`config.mk`:
```
export PLATFORM = sky130hd
export DESIGN_NAME = interval_set_engine
export DESIGN_NICKNAME = d
export VERILOG_FILES = /design/src/rtl/ise_pkg.sv /design/src/rtl/ise_cell.sv /design/src/rtl/interval_set_engine.sv
export SDC_FILE = /design/constraint.sdc
export NUM_CORES = 2
export LEC_CHECK = 0
export BUFFER_PORTS_ARGS = -buffer_cell sky130_fd_sc_hd__buf_2
export CORE_AREA = 8 8 516 518
export CTS_CLUSTER_SIZE = 40
export DETAILED_ROUTE_END_ITERATION = 12
export DIE_AREA = 0 0 524 526
export HOLD_SLACK_MARGIN = 0.15
export PLACE_DENSITY = 0.44
export SLEW_MARGIN = 30
export SYNTH_ARGS = -nofsm -noshare
export SYNTH_HDL_FRONTEND = slang
export SYNTH_SLANG_ARGS = --single-unit
```
`constraint.sdc`:
```
create_clock -name clk_i -period 8.1 [get_ports clk_i]
set_input_delay 0.81 -clock clk_i [delete_from_list [all_inputs] [get_ports clk_i]]
set_output_delay 0.81 -clock clk_i [all_outputs]
set_load 0.01 [all_outputs]
```
`src/rtl/ise_pkg.sv`:
```
`default_nettype none

package ise_pkg;

  // request kinds carried in tuser
  typedef enum logic [2:0] {
    MODE_SELECT   = 3'd0,
    MODE_DESELECT = 3'd1,
    MODE_UNUSED   = 3'd2,
    MODE_QUERY    = 3'd3,
    MODE_INSERT   = 3'd4,
    MODE_REMOVE   = 3'd5,
    MODE_COUNT    = 3'd6,
    MODE_CLEAR    = 3'd7
  } mode_e;

  // sequencer states, one-hot
  typedef enum logic [2:0] {
    ST_IDLE = 3'b001,
    ST_RUN  = 3'b010,
    ST_DONE = 3'b100
  } state_e;

  // per-cycle control shared by every cell of the chain
  typedef struct packed {
    logic pop;   // whole chain moves one cell toward cell 0
    logic push;  // write the pushed interval at the write pointer
  } cell_ctrl_t;

  localparam int unsigned FieldW   = 16;
  localparam int unsigned ModeW    = 3;
  localparam int unsigned TotalW   = 17;
  localparam int unsigned CountW   = 6;
  localparam int unsigned InDataW  = 48;
  localparam int unsigned OutDataW = 32;

endpackage

`default_nettype wire

```
`src/rtl/ise_cell.sv`:
```
`default_nettype none

module ise_cell #(
  parameter int unsigned IndexBits = 16,
  parameter int unsigned PtrBits   = 6,
  parameter int unsigned CellIdx   = 0
) (
  input  logic                 clk_i,
  input  ise_pkg::cell_ctrl_t  ctrl_i,
  input  logic [PtrBits-1:0]   wr_ptr_i,
  input  logic [IndexBits-1:0] push_lo_i,
  input  logic [IndexBits-1:0] push_hi_i,
  input  logic [IndexBits-1:0] next_lo_i,
  input  logic [IndexBits-1:0] next_hi_i,
  output logic [IndexBits-1:0] lo_o,
  output logic [IndexBits-1:0] hi_o
);
  import ise_pkg::*;

  logic [IndexBits-1:0] lo_q, lo_d;
  logic [IndexBits-1:0] hi_q, hi_d;

  // load a pushed interval at our slot, else take the neighbor's on a pop
  always_comb begin
    lo_d = lo_q;
    hi_d = hi_q;
    if (ctrl_i.push && (wr_ptr_i == PtrBits'(CellIdx))) begin
      lo_d = push_lo_i;
      hi_d = push_hi_i;
    end else if (ctrl_i.pop) begin
      lo_d = next_lo_i;
      hi_d = next_hi_i;
    end
  end

  always_ff @(posedge clk_i) begin
    lo_q <= lo_d;
    hi_q <= hi_d;
  end

  assign lo_o = lo_q;
  assign hi_o = hi_q;

endmodule

`default_nettype wire

```
`src/rtl/interval_set_engine.sv`:
```
// flow: query, insert, count and well-formed select, deselect and remove requests
//   walk the table in ST_RUN, with one extra put when an interval is split or a select
//   lands before an interval or at the end; unused, clear and reversed-span select,
//   deselect and remove requests go straight from ST_IDLE to ST_DONE
// throughput: one item at a time, set by the single put unit behind cell 0
// reset: asynchronous, active low; the table is empty, no result pending
`default_nettype none

module interval_set_engine #(
  parameter int unsigned MAX_INTERVALS = 32,
  parameter int unsigned INDEX_BITS    = 16
) (
  input  logic                          clk_i,
  input  logic                          rst_ni,
  input  logic                          s_axis_tvalid,
  output logic                          s_axis_tready,
  // range_start[15:0], range_end[31:16], gap_count[47:32]
  input  logic [ise_pkg::InDataW-1:0]   s_axis_tdata,
  // mode[2:0]
  input  logic [ise_pkg::ModeW-1:0]     s_axis_tuser,
  output logic                          m_axis_tvalid,
  input  logic                          m_axis_tready,
  // hit[0], changed[1], selected_total[18:2], interval_count[24:19],
  // overflow[25], zero[31:26]
  output logic [ise_pkg::OutDataW-1:0]  m_axis_tdata
);
  import ise_pkg::*;

  localparam int unsigned IB  = INDEX_BITS;
  localparam int unsigned OW  = $clog2(MAX_INTERVALS + 1);
  localparam int unsigned CW  = (IB > FieldW) ? IB : FieldW;
  localparam int unsigned SW  = CW + 1;
  localparam int unsigned LW  = IB + 1;
  localparam int unsigned TW  = ((LW > TotalW) ? LW : TotalW) + 1;
  localparam int unsigned XW  = (OW > CountW) ? OW : CountW;
  localparam logic [IB-1:0] TOP = {IB{1'b1}};

  // ------------------------------------------------------------------
  // registers
  state_e           state_q, state_d;
  mode_e            mode_q, mode_d;
  logic [IB-1:0]    f_q, f_d, l_q, l_d;
  logic [FieldW-1:0] gap_q, gap_d;
  logic             span_ok_q, span_ok_d;
  logic [OW-1:0]    occ_q, occ_d;
  logic [OW-1:0]    rem_q, rem_d;
  logic [OW-1:0]    dcnt_q, dcnt_d;
  logic             tail_v_q, tail_v_d;
  logic [IB-1:0]    tail_lo_q, tail_lo_d, tail_hi_q, tail_hi_d;
  logic             pend_v_q, pend_v_d;
  logic [IB-1:0]    pend_lo_q, pend_lo_d, pend_hi_q, pend_hi_d;
  logic             placed_q, placed_d;
  logic             ovf_q, ovf_d;
  logic             hit_q, hit_d;
  logic             chg_q, chg_d;
  logic [TotalW-1:0] total_q, total_d;
  logic             m_valid_q, m_valid_d;
  logic [OutDataW-1:0] m_data_q, m_data_d;

  // ------------------------------------------------------------------
  // chain of cells
  cell_ctrl_t       ctrl;
  logic [OW-1:0]    wr_ptr;
  logic [IB-1:0]    cell_lo [MAX_INTERVALS];
  logic [IB-1:0]    cell_hi [MAX_INTERVALS];
  logic [IB-1:0]    nxt_lo  [MAX_INTERVALS];
  logic [IB-1:0]    nxt_hi  [MAX_INTERVALS];

  for (genvar gi = 0; gi < MAX_INTERVALS; gi++) begin : g_cell
    if (gi == MAX_INTERVALS - 1) begin : g_last
      assign nxt_lo[gi] = '0;
      assign nxt_hi[gi] = '0;
    end else begin : g_mid
      assign nxt_lo[gi] = cell_lo[gi+1];
      assign nxt_hi[gi] = cell_hi[gi+1];
    end
    ise_cell #(
      .IndexBits (IB),
      .PtrBits   (OW),
      .CellIdx   (gi)
    ) u_cell (
      .clk_i     (clk_i),
      .ctrl_i    (ctrl),
      .wr_ptr_i  (wr_ptr),
      .push_lo_i (tail_lo_q),
      .push_hi_i (tail_hi_q),
      .next_lo_i (nxt_lo[gi]),
      .next_hi_i (nxt_hi[gi]),
      .lo_o      (cell_lo[gi]),
      .hi_o      (cell_hi[gi])
    );
  end

  // ------------------------------------------------------------------
  // input decode with saturation to the top index
  logic [CW-1:0] in_f_w, in_l_w;
  logic [IB-1:0] in_f, in_l;
  mode_e         in_mode;
  logic          in_pass;
  logic          s_acc;

  assign in_f_w  = CW'(s_axis_tdata[FieldW-1:0]);
  assign in_l_w  = CW'(s_axis_tdata[2*FieldW-1:FieldW]);
  assign in_f    = (in_f_w > CW'(TOP)) ? TOP : in_f_w[IB-1:0];
  assign in_l    = (in_l_w > CW'(TOP)) ? TOP : in_l_w[IB-1:0];
  assign in_mode = mode_e'(s_axis_tuser);
  assign s_acc   = s_axis_tvalid && s_axis_tready;

  always_comb begin
    unique case (in_mode) inside
      MODE_SELECT, MODE_DESELECT, MODE_REMOVE: in_pass = (in_f <= in_l);
      MODE_QUERY, MODE_INSERT, MODE_COUNT:     in_pass = 1'b1;
      default:                                 in_pass = 1'b0;
    endcase
  end

  // ------------------------------------------------------------------
  // rewrite of the interval leaving cell 0 into at most two puts
  logic [IB-1:0] e_lo, e_hi;
  logic          a_v, b_v, ent_ovf, ent_place;
  logic [IB-1:0] a_lo, a_hi, b_lo, b_hi;
  logic          x_v, y_v;
  logic [IB-1:0] y_lo, y_hi;
  logic [LW-1:0] rm_cnt;
  logic [IB-1:0] sh_base;
  logic [SW-1:0] sh_lo, sh_hi;
  logic          sh_drop, sh_clip;
  logic [IB-1:0] sh_hi_c;
  logic [LW-1:0] ent_len;
  logic [TW-1:0] total_sum;

  assign e_lo = cell_lo[0];
  assign e_hi = cell_hi[0];

  // shifter for insert gap, clipped at the top index
  assign sh_base = (e_lo < f_q) ? f_q : e_lo;
  assign sh_lo   = SW'(sh_base) + SW'(gap_q);
  assign sh_hi   = SW'(e_hi) + SW'(gap_q);
  assign sh_drop = sh_lo > SW'(TOP);
  assign sh_clip = sh_hi > SW'(TOP);
  assign sh_hi_c = sh_clip ? TOP : sh_hi[IB-1:0];

  assign rm_cnt  = {1'b0, l_q} - {1'b0, f_q} + LW'(1);
  assign ent_len = {1'b0, e_hi} - {1'b0, e_lo} + LW'(1);
  assign total_sum = TW'(total_q) + TW'(ent_len);

  always_comb begin
    a_v       = 1'b1;
    a_lo      = e_lo;
    a_hi      = e_hi;
    b_v       = 1'b0;
    b_lo      = e_lo;
    b_hi      = e_hi;
    ent_ovf   = 1'b0;
    ent_place = 1'b0;
    x_v       = (e_lo < f_q);
    y_v       = (e_hi > l_q);
    y_lo      = l_q + IB'(1);
    y_hi      = e_hi;
    case (mode_q)
      MODE_SELECT: begin
        if (!placed_q && (e_lo > f_q)) begin
          a_lo      = f_q;
          a_hi      = l_q;
          b_v       = 1'b1;
          ent_place = 1'b1;
        end
      end
      MODE_DESELECT, MODE_REMOVE: begin
        if (mode_q == MODE_REMOVE) begin
          y_lo = f_q;
          y_hi = IB'({1'b0, e_hi} - rm_cnt);
        end
        if ((mode_q == MODE_REMOVE) && (e_lo > l_q)) begin
          // interval past the span slides down
          a_lo = IB'({1'b0, e_lo} - rm_cnt);
          a_hi = IB'({1'b0, e_hi} - rm_cnt);
        end else if (!(e_hi < f_q) && !(e_lo > l_q)) begin
          // overlap: keep the part below and the part above the span
          a_v  = x_v || y_v;
          a_lo = x_v ? e_lo : y_lo;
          a_hi = x_v ? (f_q - IB'(1)) : y_hi;
          b_v  = x_v && y_v;
          b_lo = y_lo;
          b_hi = y_hi;
        end
      end
      MODE_INSERT: begin
        if (!(e_hi < f_q)) begin
          ent_ovf = sh_drop || sh_clip;
          if (e_lo < f_q) begin
            a_hi = f_q - IB'(1);
            b_v  = !sh_drop;
            b_lo = sh_lo[IB-1:0];
            b_hi = sh_hi_c;
          end else begin
            a_v  = !sh_drop;
            a_lo = sh_lo[IB-1:0];
            a_hi = sh_hi_c;
          end
        end
      end
      default: begin
      end
    endcase
  end

  // ------------------------------------------------------------------
  // sequencer and put unit
  logic          put_v;
  logic [IB-1:0] put_lo, put_hi;
  logic          merge;

  assign merge = tail_v_q && (({1'b0, tail_hi_q} + LW'(1)) >= {1'b0, put_lo});
  assign wr_ptr = occ_q - OW'(ctrl.pop);
  assign s_axis_tready = (state_q == ST_IDLE);

  always_comb begin
    state_d   = state_q;
    mode_d    = mode_q;
    f_d       = f_q;
    l_d       = l_q;
    gap_d     = gap_q;
    span_ok_d = span_ok_q;
    rem_d     = rem_q;
    dcnt_d    = dcnt_q;
    tail_v_d  = tail_v_q;
    tail_lo_d = tail_lo_q;
    tail_hi_d = tail_hi_q;
    pend_v_d  = pend_v_q;
    pend_lo_d = pend_lo_q;
    pend_hi_d = pend_hi_q;
    placed_d  = placed_q;
    ovf_d     = ovf_q;
    hit_d     = hit_q;
    chg_d     = chg_q;
    total_d   = total_q;
    m_valid_d = m_valid_q && !m_axis_tready;
    m_data_d  = m_data_q;
    ctrl      = '0;
    put_v     = 1'b0;
    put_lo    = pend_lo_q;
    put_hi    = pend_hi_q;
    occ_d     = occ_q;

    unique case (state_q)
      ST_IDLE: begin
        if (s_acc) begin
          mode_d    = in_mode;
          f_d       = in_f;
          l_d       = in_l;
          gap_d     = s_axis_tdata[3*FieldW-1:2*FieldW];
          span_ok_d = (in_f <= in_l);
          rem_d     = occ_q;
          dcnt_d    = '0;
          tail_v_d  = 1'b0;
          pend_v_d  = 1'b0;
          placed_d  = 1'b0;
          ovf_d     = 1'b0;
          hit_d     = 1'b0;
          chg_d     = 1'b0;
          total_d   = '0;
          if (in_mode == MODE_CLEAR) begin
            occ_d = '0;
          end
          state_d = in_pass ? ST_RUN : ST_DONE;
        end
      end
      ST_RUN: begin
        if (pend_v_q) begin
          // second put of a split interval, or of the interval behind a placed select span
          put_v    = 1'b1;
          pend_v_d = 1'b0;
        end else if (rem_q != '0) begin
          // take the interval at cell 0
          ctrl.pop  = 1'b1;
          rem_d     = rem_q - OW'(1);
          put_v     = a_v;
          put_lo    = a_lo;
          put_hi    = a_hi;
          pend_v_d  = b_v;
          pend_lo_d = b_lo;
          pend_hi_d = b_hi;
          placed_d  = placed_q || ent_place;
          ovf_d     = ovf_q || ent_ovf;
          hit_d     = hit_q || ((e_lo <= f_q) && (e_hi >= l_q));
          chg_d     = chg_q || (e_hi >= f_q);
          total_d   = (total_sum > TW'({TotalW{1'b1}})) ? {TotalW{1'b1}}
                                                         : total_sum[TotalW-1:0];
        end else if ((mode_q == MODE_SELECT) && !placed_q) begin
          // new span lies after every stored interval
          put_v    = 1'b1;
          put_lo   = f_q;
          put_hi   = l_q;
          placed_d = 1'b1;
        end else begin
          // flush the open interval into the chain
          ctrl.push = tail_v_q;
          tail_v_d  = 1'b0;
          state_d   = ST_DONE;
        end

        if (put_v) begin
          if (merge) begin
            tail_hi_d = (put_hi > tail_hi_q) ? put_hi : tail_hi_q;
          end else if (dcnt_q == OW'(MAX_INTERVALS)) begin
            ovf_d = 1'b1;
          end else begin
            ctrl.push = tail_v_q;
            tail_v_d  = 1'b1;
            tail_lo_d = put_lo;
            tail_hi_d = put_hi;
            dcnt_d    = dcnt_q + OW'(1);
          end
        end
        occ_d = occ_q - OW'(ctrl.pop) + OW'(ctrl.push);
      end
      ST_DONE: begin
        if (!m_valid_q || m_axis_tready) begin
          m_valid_d = 1'b1;
          m_data_d  = '0;
          m_data_d[0] = (mode_q == MODE_QUERY) && span_ok_q && hit_q;
          m_data_d[1] = ((mode_q == MODE_INSERT) && (gap_q != '0) && chg_q)
                        || ((mode_q == MODE_REMOVE) && chg_q);
          m_data_d[TotalW+1:2] = (mode_q == MODE_COUNT) ? total_q : '0;
          m_data_d[TotalW+CountW+1:TotalW+2] =
              (XW'(occ_q) > XW'({CountW{1'b1}})) ? {CountW{1'b1}}
                                                  : CountW'(occ_q);
          m_data_d[TotalW+CountW+2] = ovf_q;
          state_d = ST_IDLE;
        end
      end
      default: begin
        state_d = ST_IDLE;
      end
    endcase
  end

  // control state
  always_ff @(posedge clk_i or negedge rst_ni) begin
    if (!rst_ni) begin
      state_q   <= ST_IDLE;
      occ_q     <= '0;
      m_valid_q <= 1'b0;
      rem_q     <= '0;
      pend_v_q  <= 1'b0;
      tail_v_q  <= 1'b0;
    end else begin
      state_q   <= state_d;
      occ_q     <= occ_d;
      m_valid_q <= m_valid_d;
      rem_q     <= rem_d;
      pend_v_q  <= pend_v_d;
      tail_v_q  <= tail_v_d;
    end
  end

  // request and result payload
  always_ff @(posedge clk_i) begin
    mode_q    <= mode_d;
    f_q       <= f_d;
    l_q       <= l_d;
    gap_q     <= gap_d;
    span_ok_q <= span_ok_d;
    dcnt_q    <= dcnt_d;
    tail_lo_q <= tail_lo_d;
    tail_hi_q <= tail_hi_d;
    pend_lo_q <= pend_lo_d;
    pend_hi_q <= pend_hi_d;
    placed_q  <= placed_d;
    ovf_q     <= ovf_d;
    hit_q     <= hit_d;
    chg_q     <= chg_d;
    total_q   <= total_d;
    m_data_q  <= m_data_d;
  end

  assign m_axis_tvalid = m_valid_q;
  assign m_axis_tdata  = m_data_q;

  // ------------------------------------------------------------------
  // checks
  a_occ_bound: assert property (@(posedge clk_i) disable iff (!rst_ni)
    occ_q <= OW'(MAX_INTERVALS))
    else $error("chain holds more intervals than cells");

  a_push_in_range: assert property (@(posedge clk_i) disable iff (!rst_ni)
    ctrl.push |-> (wr_ptr < OW'(MAX_INTERVALS)))
    else $error("push beyond the last cell");

  a_clear_empties: assert property (@(posedge clk_i) disable iff (!rst_ni)
    (s_acc && (in_mode == MODE_CLEAR)) |=> (occ_q == '0))
    else $error("clear left intervals in the chain");

endmodule

`default_nettype wire

```
**Yosys cells after proc, flatten, opt, wreduce, memory -nomap -nowiden**

Index checks and enable logic that the tools add are counted.

- Bits in registers: 1,211
- Input port bits: 55
- Output and inout bits: 34
- Word-level logic and storage cells: 546

- $add $sub $neg: 17
- Order comparisons: 17
- Eq/ne operators: 59
- Multiplexer cells: 250
- Bitwise logic cells: 3
- Reductions and logical operators: 112

Operator list:

| kind | count |
|---|---|
| $mux 16 | 164 |
| $eq 6x5->1 const B | 16 |
| $pmux 16 s3 | 2 |
| $mux 17 | 4 |
| $reduce_bool 2->1 | 33 |
| $gt 16x16->1 | 4 |
| $pmux 16 s2 | 2 |
| $mux 6 | 9 |
| $eq 6x4->1 const B | 8 |
| $sub 16x16->16 | 3 |
| $logic_and 1x1->1 | 46 |
| $mux 1 | 46 |
| $pmux 6 s2 | 3 |
| $add 16x16->17 | 2 |
| $gt 17x16->1 const B | 2 |
| $pmux 17 s2 | 1 |
| $add 16x1->16 const B | 2 |
| $ge 16x16->1 | 2 |
| $gt 16x16->1 const B | 2 |
| $le 16x16->1 | 2 |
| $lt 16x16->1 | 2 |
| $eq 3x3->1 const B | 8 |
| $eq 6x3->1 const B | 4 |
| $add 17x17->18 | 1 |
| 37 further kinds | 90 |

**Logic depth before layout (Yosys ltp)**

- Word-level depth: 19
- Depth in mapped cells: 49
- Gate-level depth less buffers: 42

**Hierarchy**

Synthesis repeated with hierarchy kept, for this count alone.

- Cells, all modules: 4,567
- Area total of the unflattened synthesis: 67,329.6 um2

By module, submodules not included:

| module | instances | cells an instance | area each (um2) | sequential area each (um2) |
|---|---|---|---|---|
| interval_set_engine | 1 | 2,307 | 19,713.9 | 5,526.6 |
| ise_cell (g_cell[16].u_cell ...) | 7 | 70 | 1,506.4 | 960.9 |
| ise_cell (g_cell[17].u_cell ...) | 4 | 70 | 1,517.7 | 960.9 |
| ise_cell (g_cell[1].u_cell ...) | 4 | 71 | 1,515.2 | 960.9 |
| ise_cell (g_cell[10].u_cell ...) | 4 | 71 | 1,503.9 | 960.9 |
| ise_cell (g_cell[11].u_cell ...) | 4 | 71 | 1,501.4 | 960.9 |
| ise_cell (g_cell[23].u_cell ...) | 4 | 71 | 1,405.1 | 960.9 |
| ise_cell (g_cell[12].u_cell ...) | 2 | 71 | 1,507.7 | 960.9 |
| ise_cell (g_cell[0].u_cell) | 1 | 71 | 1,496.4 | 960.9 |
| ise_cell (g_cell[31].u_cell) | 1 | 71 | 1,393.8 | 960.9 |
| ise_cell (g_cell[15].u_cell) | 1 | 70 | 1,391.3 | 960.9 |

**Least setup slack after synthesis**

OpenSTA, ideal clock, no wires.

- Path kind: register -> register
- From: register f_q[9]
- To: register occ_q[4]
- Setup time: 0.135 ns
- Arrival: 8.536 ns
- Required time: 7.965 ns
- Setup slack: -0.571 ns
- Cell stages (with the launch flop): 49
- Period minus slack after synthesis: 8.671 ns
- Cell sequence: edfxtp_1 clkbuf_1 inv_1 ha_1 a21oi_1 o21ai_0 a221oi_1 and2_1 clkbuf_1 clkbuf_1 clkbuf_1 buf_1 clkbuf_1 nand2_1 o21ai_0 ha_1 inv_1 fa_1 (+13 left out) a21o_1 a21oi_1 nor2b_1 o21ai_0 nand3b_1 a22oi_4 buf_6 buf_12 nand2_1 ha_1 inv_1 ha_1 fa_1 a21oi_1 nor2_1 nor2_1 xnor2_1 o21ai_0

- Longest elaborated chain between the ends: 16

RTL lines:

| what | RTL line | text |
|---|---|---|
| start, declared | interval_set_engine.sv:42 | `logic [IB-1:0] f_q, f_d, l_q, l_d;` |
| start signal, assigned | interval_set_engine.sv:361 | `f_q <= f_d;` |
| branches (longest 12 deep; another with $ge 17x16->1) | -- |  |
| $mux 1 (*) | interval_set_engine.sv:303 | `if (put_v) begin` |
| $mux 1 (*) | interval_set_engine.sv:246 | `unique case (state_q)` |
| $add 6x1->6 (*) | interval_set_engine.sv:316 | `occ_d = occ_q - OW'(ctrl.pop) + OW'(ctrl.push);` |
| $pmux 6 s2 (*) | interval_set_engine.sv:246 |  |
| end signal, assigned | interval_set_engine.sv:343 | `occ_q <= '0;` |
| end signal, assigned | interval_set_engine.sv:350 | `occ_q <= occ_d;` |
| end, declared | interval_set_engine.sv:45 | `logic [OW-1:0] occ_q, occ_d;` |

Every way passes the cells marked *. The select of a mux whose other input is x is not followed.
A chain may end at the register's enable or synchronous reset.

**Final worst setup path**

- From: register f_q[14]
- To: register g_cell[11].u_cell.lo_q[9] (data pin)

- Longest elaborated chain between the ends: 17

RTL lines:

| what | RTL line | text |
|---|---|---|
| branches (longest 12 deep; another with $ge 17x16->1) | -- |  |
| $mux 1 (*) | interval_set_engine.sv:303 |  |
| $mux 1 (*) | interval_set_engine.sv:246 |  |
| $mux 2 (*) | interval_set_engine.sv:246 |  |
| $logic_and 1x1->1 (*) | ise_cell.sv:27 | `if (ctrl_i.push && (wr_ptr_i == PtrBits'(CellIdx))) begin` |
| $mux 16 (*) | ise_cell.sv:27 |  |
| net g_cell[11].u_cell.lo_d[9] | ise_cell.sv:20 | `logic [IndexBits-1:0] lo_q, lo_d;` |
| end signal, assigned | ise_cell.sv:37 | `lo_q <= lo_d;` |
| end, declared | ise_cell.sv:20 |  |

Mark *: on every way through the listed nets, which the timed path passes. The select of a mux whose other input is x is not followed.

==> out/qor.yml <==
setup_path:
  worst-path-buf-inv: 8
  worstSetupStartpointType: "flop"
  critical_path_class: "flop to flop"
  crit_slowest_cell: "edfxtp_1"
  path_delay_family: "compound AO/OA/AOI/OAI gates"
  crit_top_cell: "buf_4"
  cp_max_fo: 32
  crit_required_ns: 8.59
  cp-end-kind: "flop"
  cp_data_arrival_time_ns: 8.28
  cp_slowest_stage_delay_ns: 0.49
floorplan:
  io_pins: 89
  rows: 187
  die_h_um: 526
  start_util: 0.248
  die_x_um: 524
  coreArea_mm2: 0.258
  die_area_mm2: 0.276
grt:
  grt-ovfl-total: 0
  grt_pass1_wl_um: 312000
  grt_max_degree: 54
  antenna_found_initial: 23
  track_usage: 0.154
  grt_pass1_vias: 41600
drt:
  vias: 40100
  drc: 0
  avgViaCountPerCell: 4.75
  ant_nets: 0
  drt_first_iter_violations: 3346
  drt_wl_total_um: 220000
  drt_pass1_iterations: 7
  wire_per_inst_um: 26.0
synthesis:
  yosys_warnings: 0
  avgSynthCellArea_um2: 14.0
  synthCells: 4580
  synthDistinctLibCells: 88
  seq_area_frac_synth: 0.567
  yosys-top-cells-area: "edfxtp_1 (56%), mux2_2 (13%), mux2_4 (5.4%), ha_1 (5.3%), xnor2_1 (1.4%)"
  synthTopCellsByCount: "edfxtp_1 (1193), mux2_2 (760), ha_1 (273), mux2_4 (232), nand2_1 (203)"
  yosys.cell_count.top_type: "edfxtp_1"
  postSynth.asyncResetShare: 0.0149
  ys_ff_latch: 1211
  synth_edf_count: 1193
  synth_top_cell_by_area: "edfxtp_1"
  syn_area_mm2: 0.0640
  netlist.area_leader.share: 0.560
  synthFlopType: "edfxtp_1"
job:
  max_cap_violations: 0
place:
  gp_congestion: 0.931
  io_buffers: 82
  place_hpwl_um: 154000
clock_tree:
  clock-sinks: 1211
  cts_root_buf: "clkbuf_16"
  cts_made_buffers: 140
  htreeDepth: 4
  clock_latency_ns: 0.81
  cts_buffer_depth: 3
  cts_tree: "done"
  path_clk_slew_ns: 0.05
cells_and_area:
  layout-area-overhead-vs-synth_pct: 19.2
  fin_nets: 5286
  drive_gt1_frac: 0.361
  antenna_cells: 0
  post-route-util: 0.296
status:
  run_status: "completed"
timing:
  drv_slew: 0
  min_period_over_period: 0.962
  tightest_slew_ns: 1.03
  fmax_mhz: 128
  relSlewSlack: 0.314
  final-hold-violation-count: 0
  finalCriticalPeriod_ns: 7.79
  report.final.setup_viol: 0
  finalClockSkew_ns: 0.0781
pwr:
  p_per_area_mw_per_mm2: 307
  p_leak_nw: 27.9
  worst_ir_drop_vdd_mv: 0.227
  finalPower_mw: 23.4
min_path:
  hold_class: "input pin to flop"
[flip-flops by register name, summed over array words and instances, names as in the netlist, 3 cells and up]
signal,count
tail_hi_q,16
pend_hi_q,16
total_q,17
g_cell.u_cell.hi_o,512
state_q,3
mode_q,3
dcnt_q,6
tail_lo_q,16
g_cell.u_cell.lo_o,512
l_q,16
rem_q,6
pend_lo_q,16
f_q,16
m_axis_tdata,26
gap_q,16
occ_q,6
[placed cells by master (no fill, tap or decap), types with 35 or more instances in the layout]
cell,instances
clkbuf_16,141
a21oi_1,164
a31oi_1,35
ha_1,272
o21a_1,39
buf_12,78
nand2_1,202
nor3_1,68
and2_1,43
a21o_1,56
nor2_1,161
xnor2_1,100
mux2_4,232
nand3_1,58
mux2_2,760
xor2_1,35
o21ai_0,145
buf_4,373
and3_1,42
edfxtp_1,1193
buf_2,82
inv_1,133
[per-layer routing]
layer  track usage  routed length, um  vias to the layer above  share of wire
met4        0.0514               7870                        0          0.036
met2         0.251             101000                     1189           0.46
li1              -                  -                    18200              -
met5             0                  0                        -              0
met1         0.209              99600                    20400           0.45
met3        0.0253              11300                      339          0.051
[cell families after synthesis]
kind of cell	synth area share
buffers and inverters	0.0336
flip-flops	0.567
AO/OA/AOI/OAI	0.0740
other	0.0000586
adder cells (fa/ha/maj)	0.0559
XOR/XNOR	0.0201
AND/OR/NAND/NOR	0.0596
multiplexers	0.190
[report_power, final]
part | internal, mW | switching [mW]
Combinational | 3.29 | 5.52
Sequential | 8.05 | 0.433
Clock | 3.41 | 2.73
Total | 14.7 | 8.68
[what timing repair did]
item | 4_1_cts | 5_1_grt
endpoints found under the setup margin | 2053 | 2053
hold buffers | 6 | 0
endpoints found under the hold margin | 22 | 0
setup buffers | 1 | 10
cloned | 0 | 0
pin swaps | 2 | 14
resized for setup | 7 | 49
[final timing paths]
| check | from | endpoint | slack [ns] | cells after the start |
|---|---|---|---|---|
| min in group asynchronous | rst_ni | state_q[1] | 0.57 | 2 |
| setup / recovery | f_q[14] | g_cell[11].u_cell.lo_o[9] | 0.31 | 35 |
| hold reg to reg | g_cell[8].u_cell.lo_o[4] | g_cell[7].u_cell.lo_o[4] | 0.50 | 1 |
| hold / removal | s_axis_tdata[45] | gap_q[13] | 0.22 | 1 |
| max in group asynchronous | rst_ni | occ_q[5] | 7.10 | 2 |
| setup reg to reg | f_q[14] | g_cell[11].u_cell.lo_o[9] | 0.31 | 35 |
[worst reg2reg max path: cells and delay by family, from the launching register on]
kind            cells  cell delay, ns
flops               1            0.49
buf+inv             8            1.44
xor+xnor            1            0.14
fa+ha+maj           3            0.85
mux                 1            0.37
compound gates     13            2.53
simple gates        9            1.73
[per-stage QoR]
stage | instances | setup WS, ns | cell area, um2 | hold slack (ns) | TNS (ns)
global route | 8452 | -0.0105 | 76300 | 0.176 | -0.0476
floorplan | 4585 | 0.0145 | 64000 | 0.427 | 0
finish | 8452 | 0.312 | 76300 | 0.220 | 0
global placement | 8192 | -0.688 | 71500 | 0.517 | -1005.97
detailed placement | 8193 | -0.655 | 71500 | 0.520 | -950.27
CTS | 8442 | 0.00381 | 76000 | 0.151 | 0
[cell type report]
type	instances	area, um2
Timing Repair Buffer	541	4860
Multi-Input combinational cell	2912	26000
Clock buffer	172	3640
Sequential cell	1211	36300
Inverter	144	543
Tap cell	3402	4260
Clock inverter	70	768
Fill cell	25900	182000
Note: power is estimated with default switching activity, not from simulation.
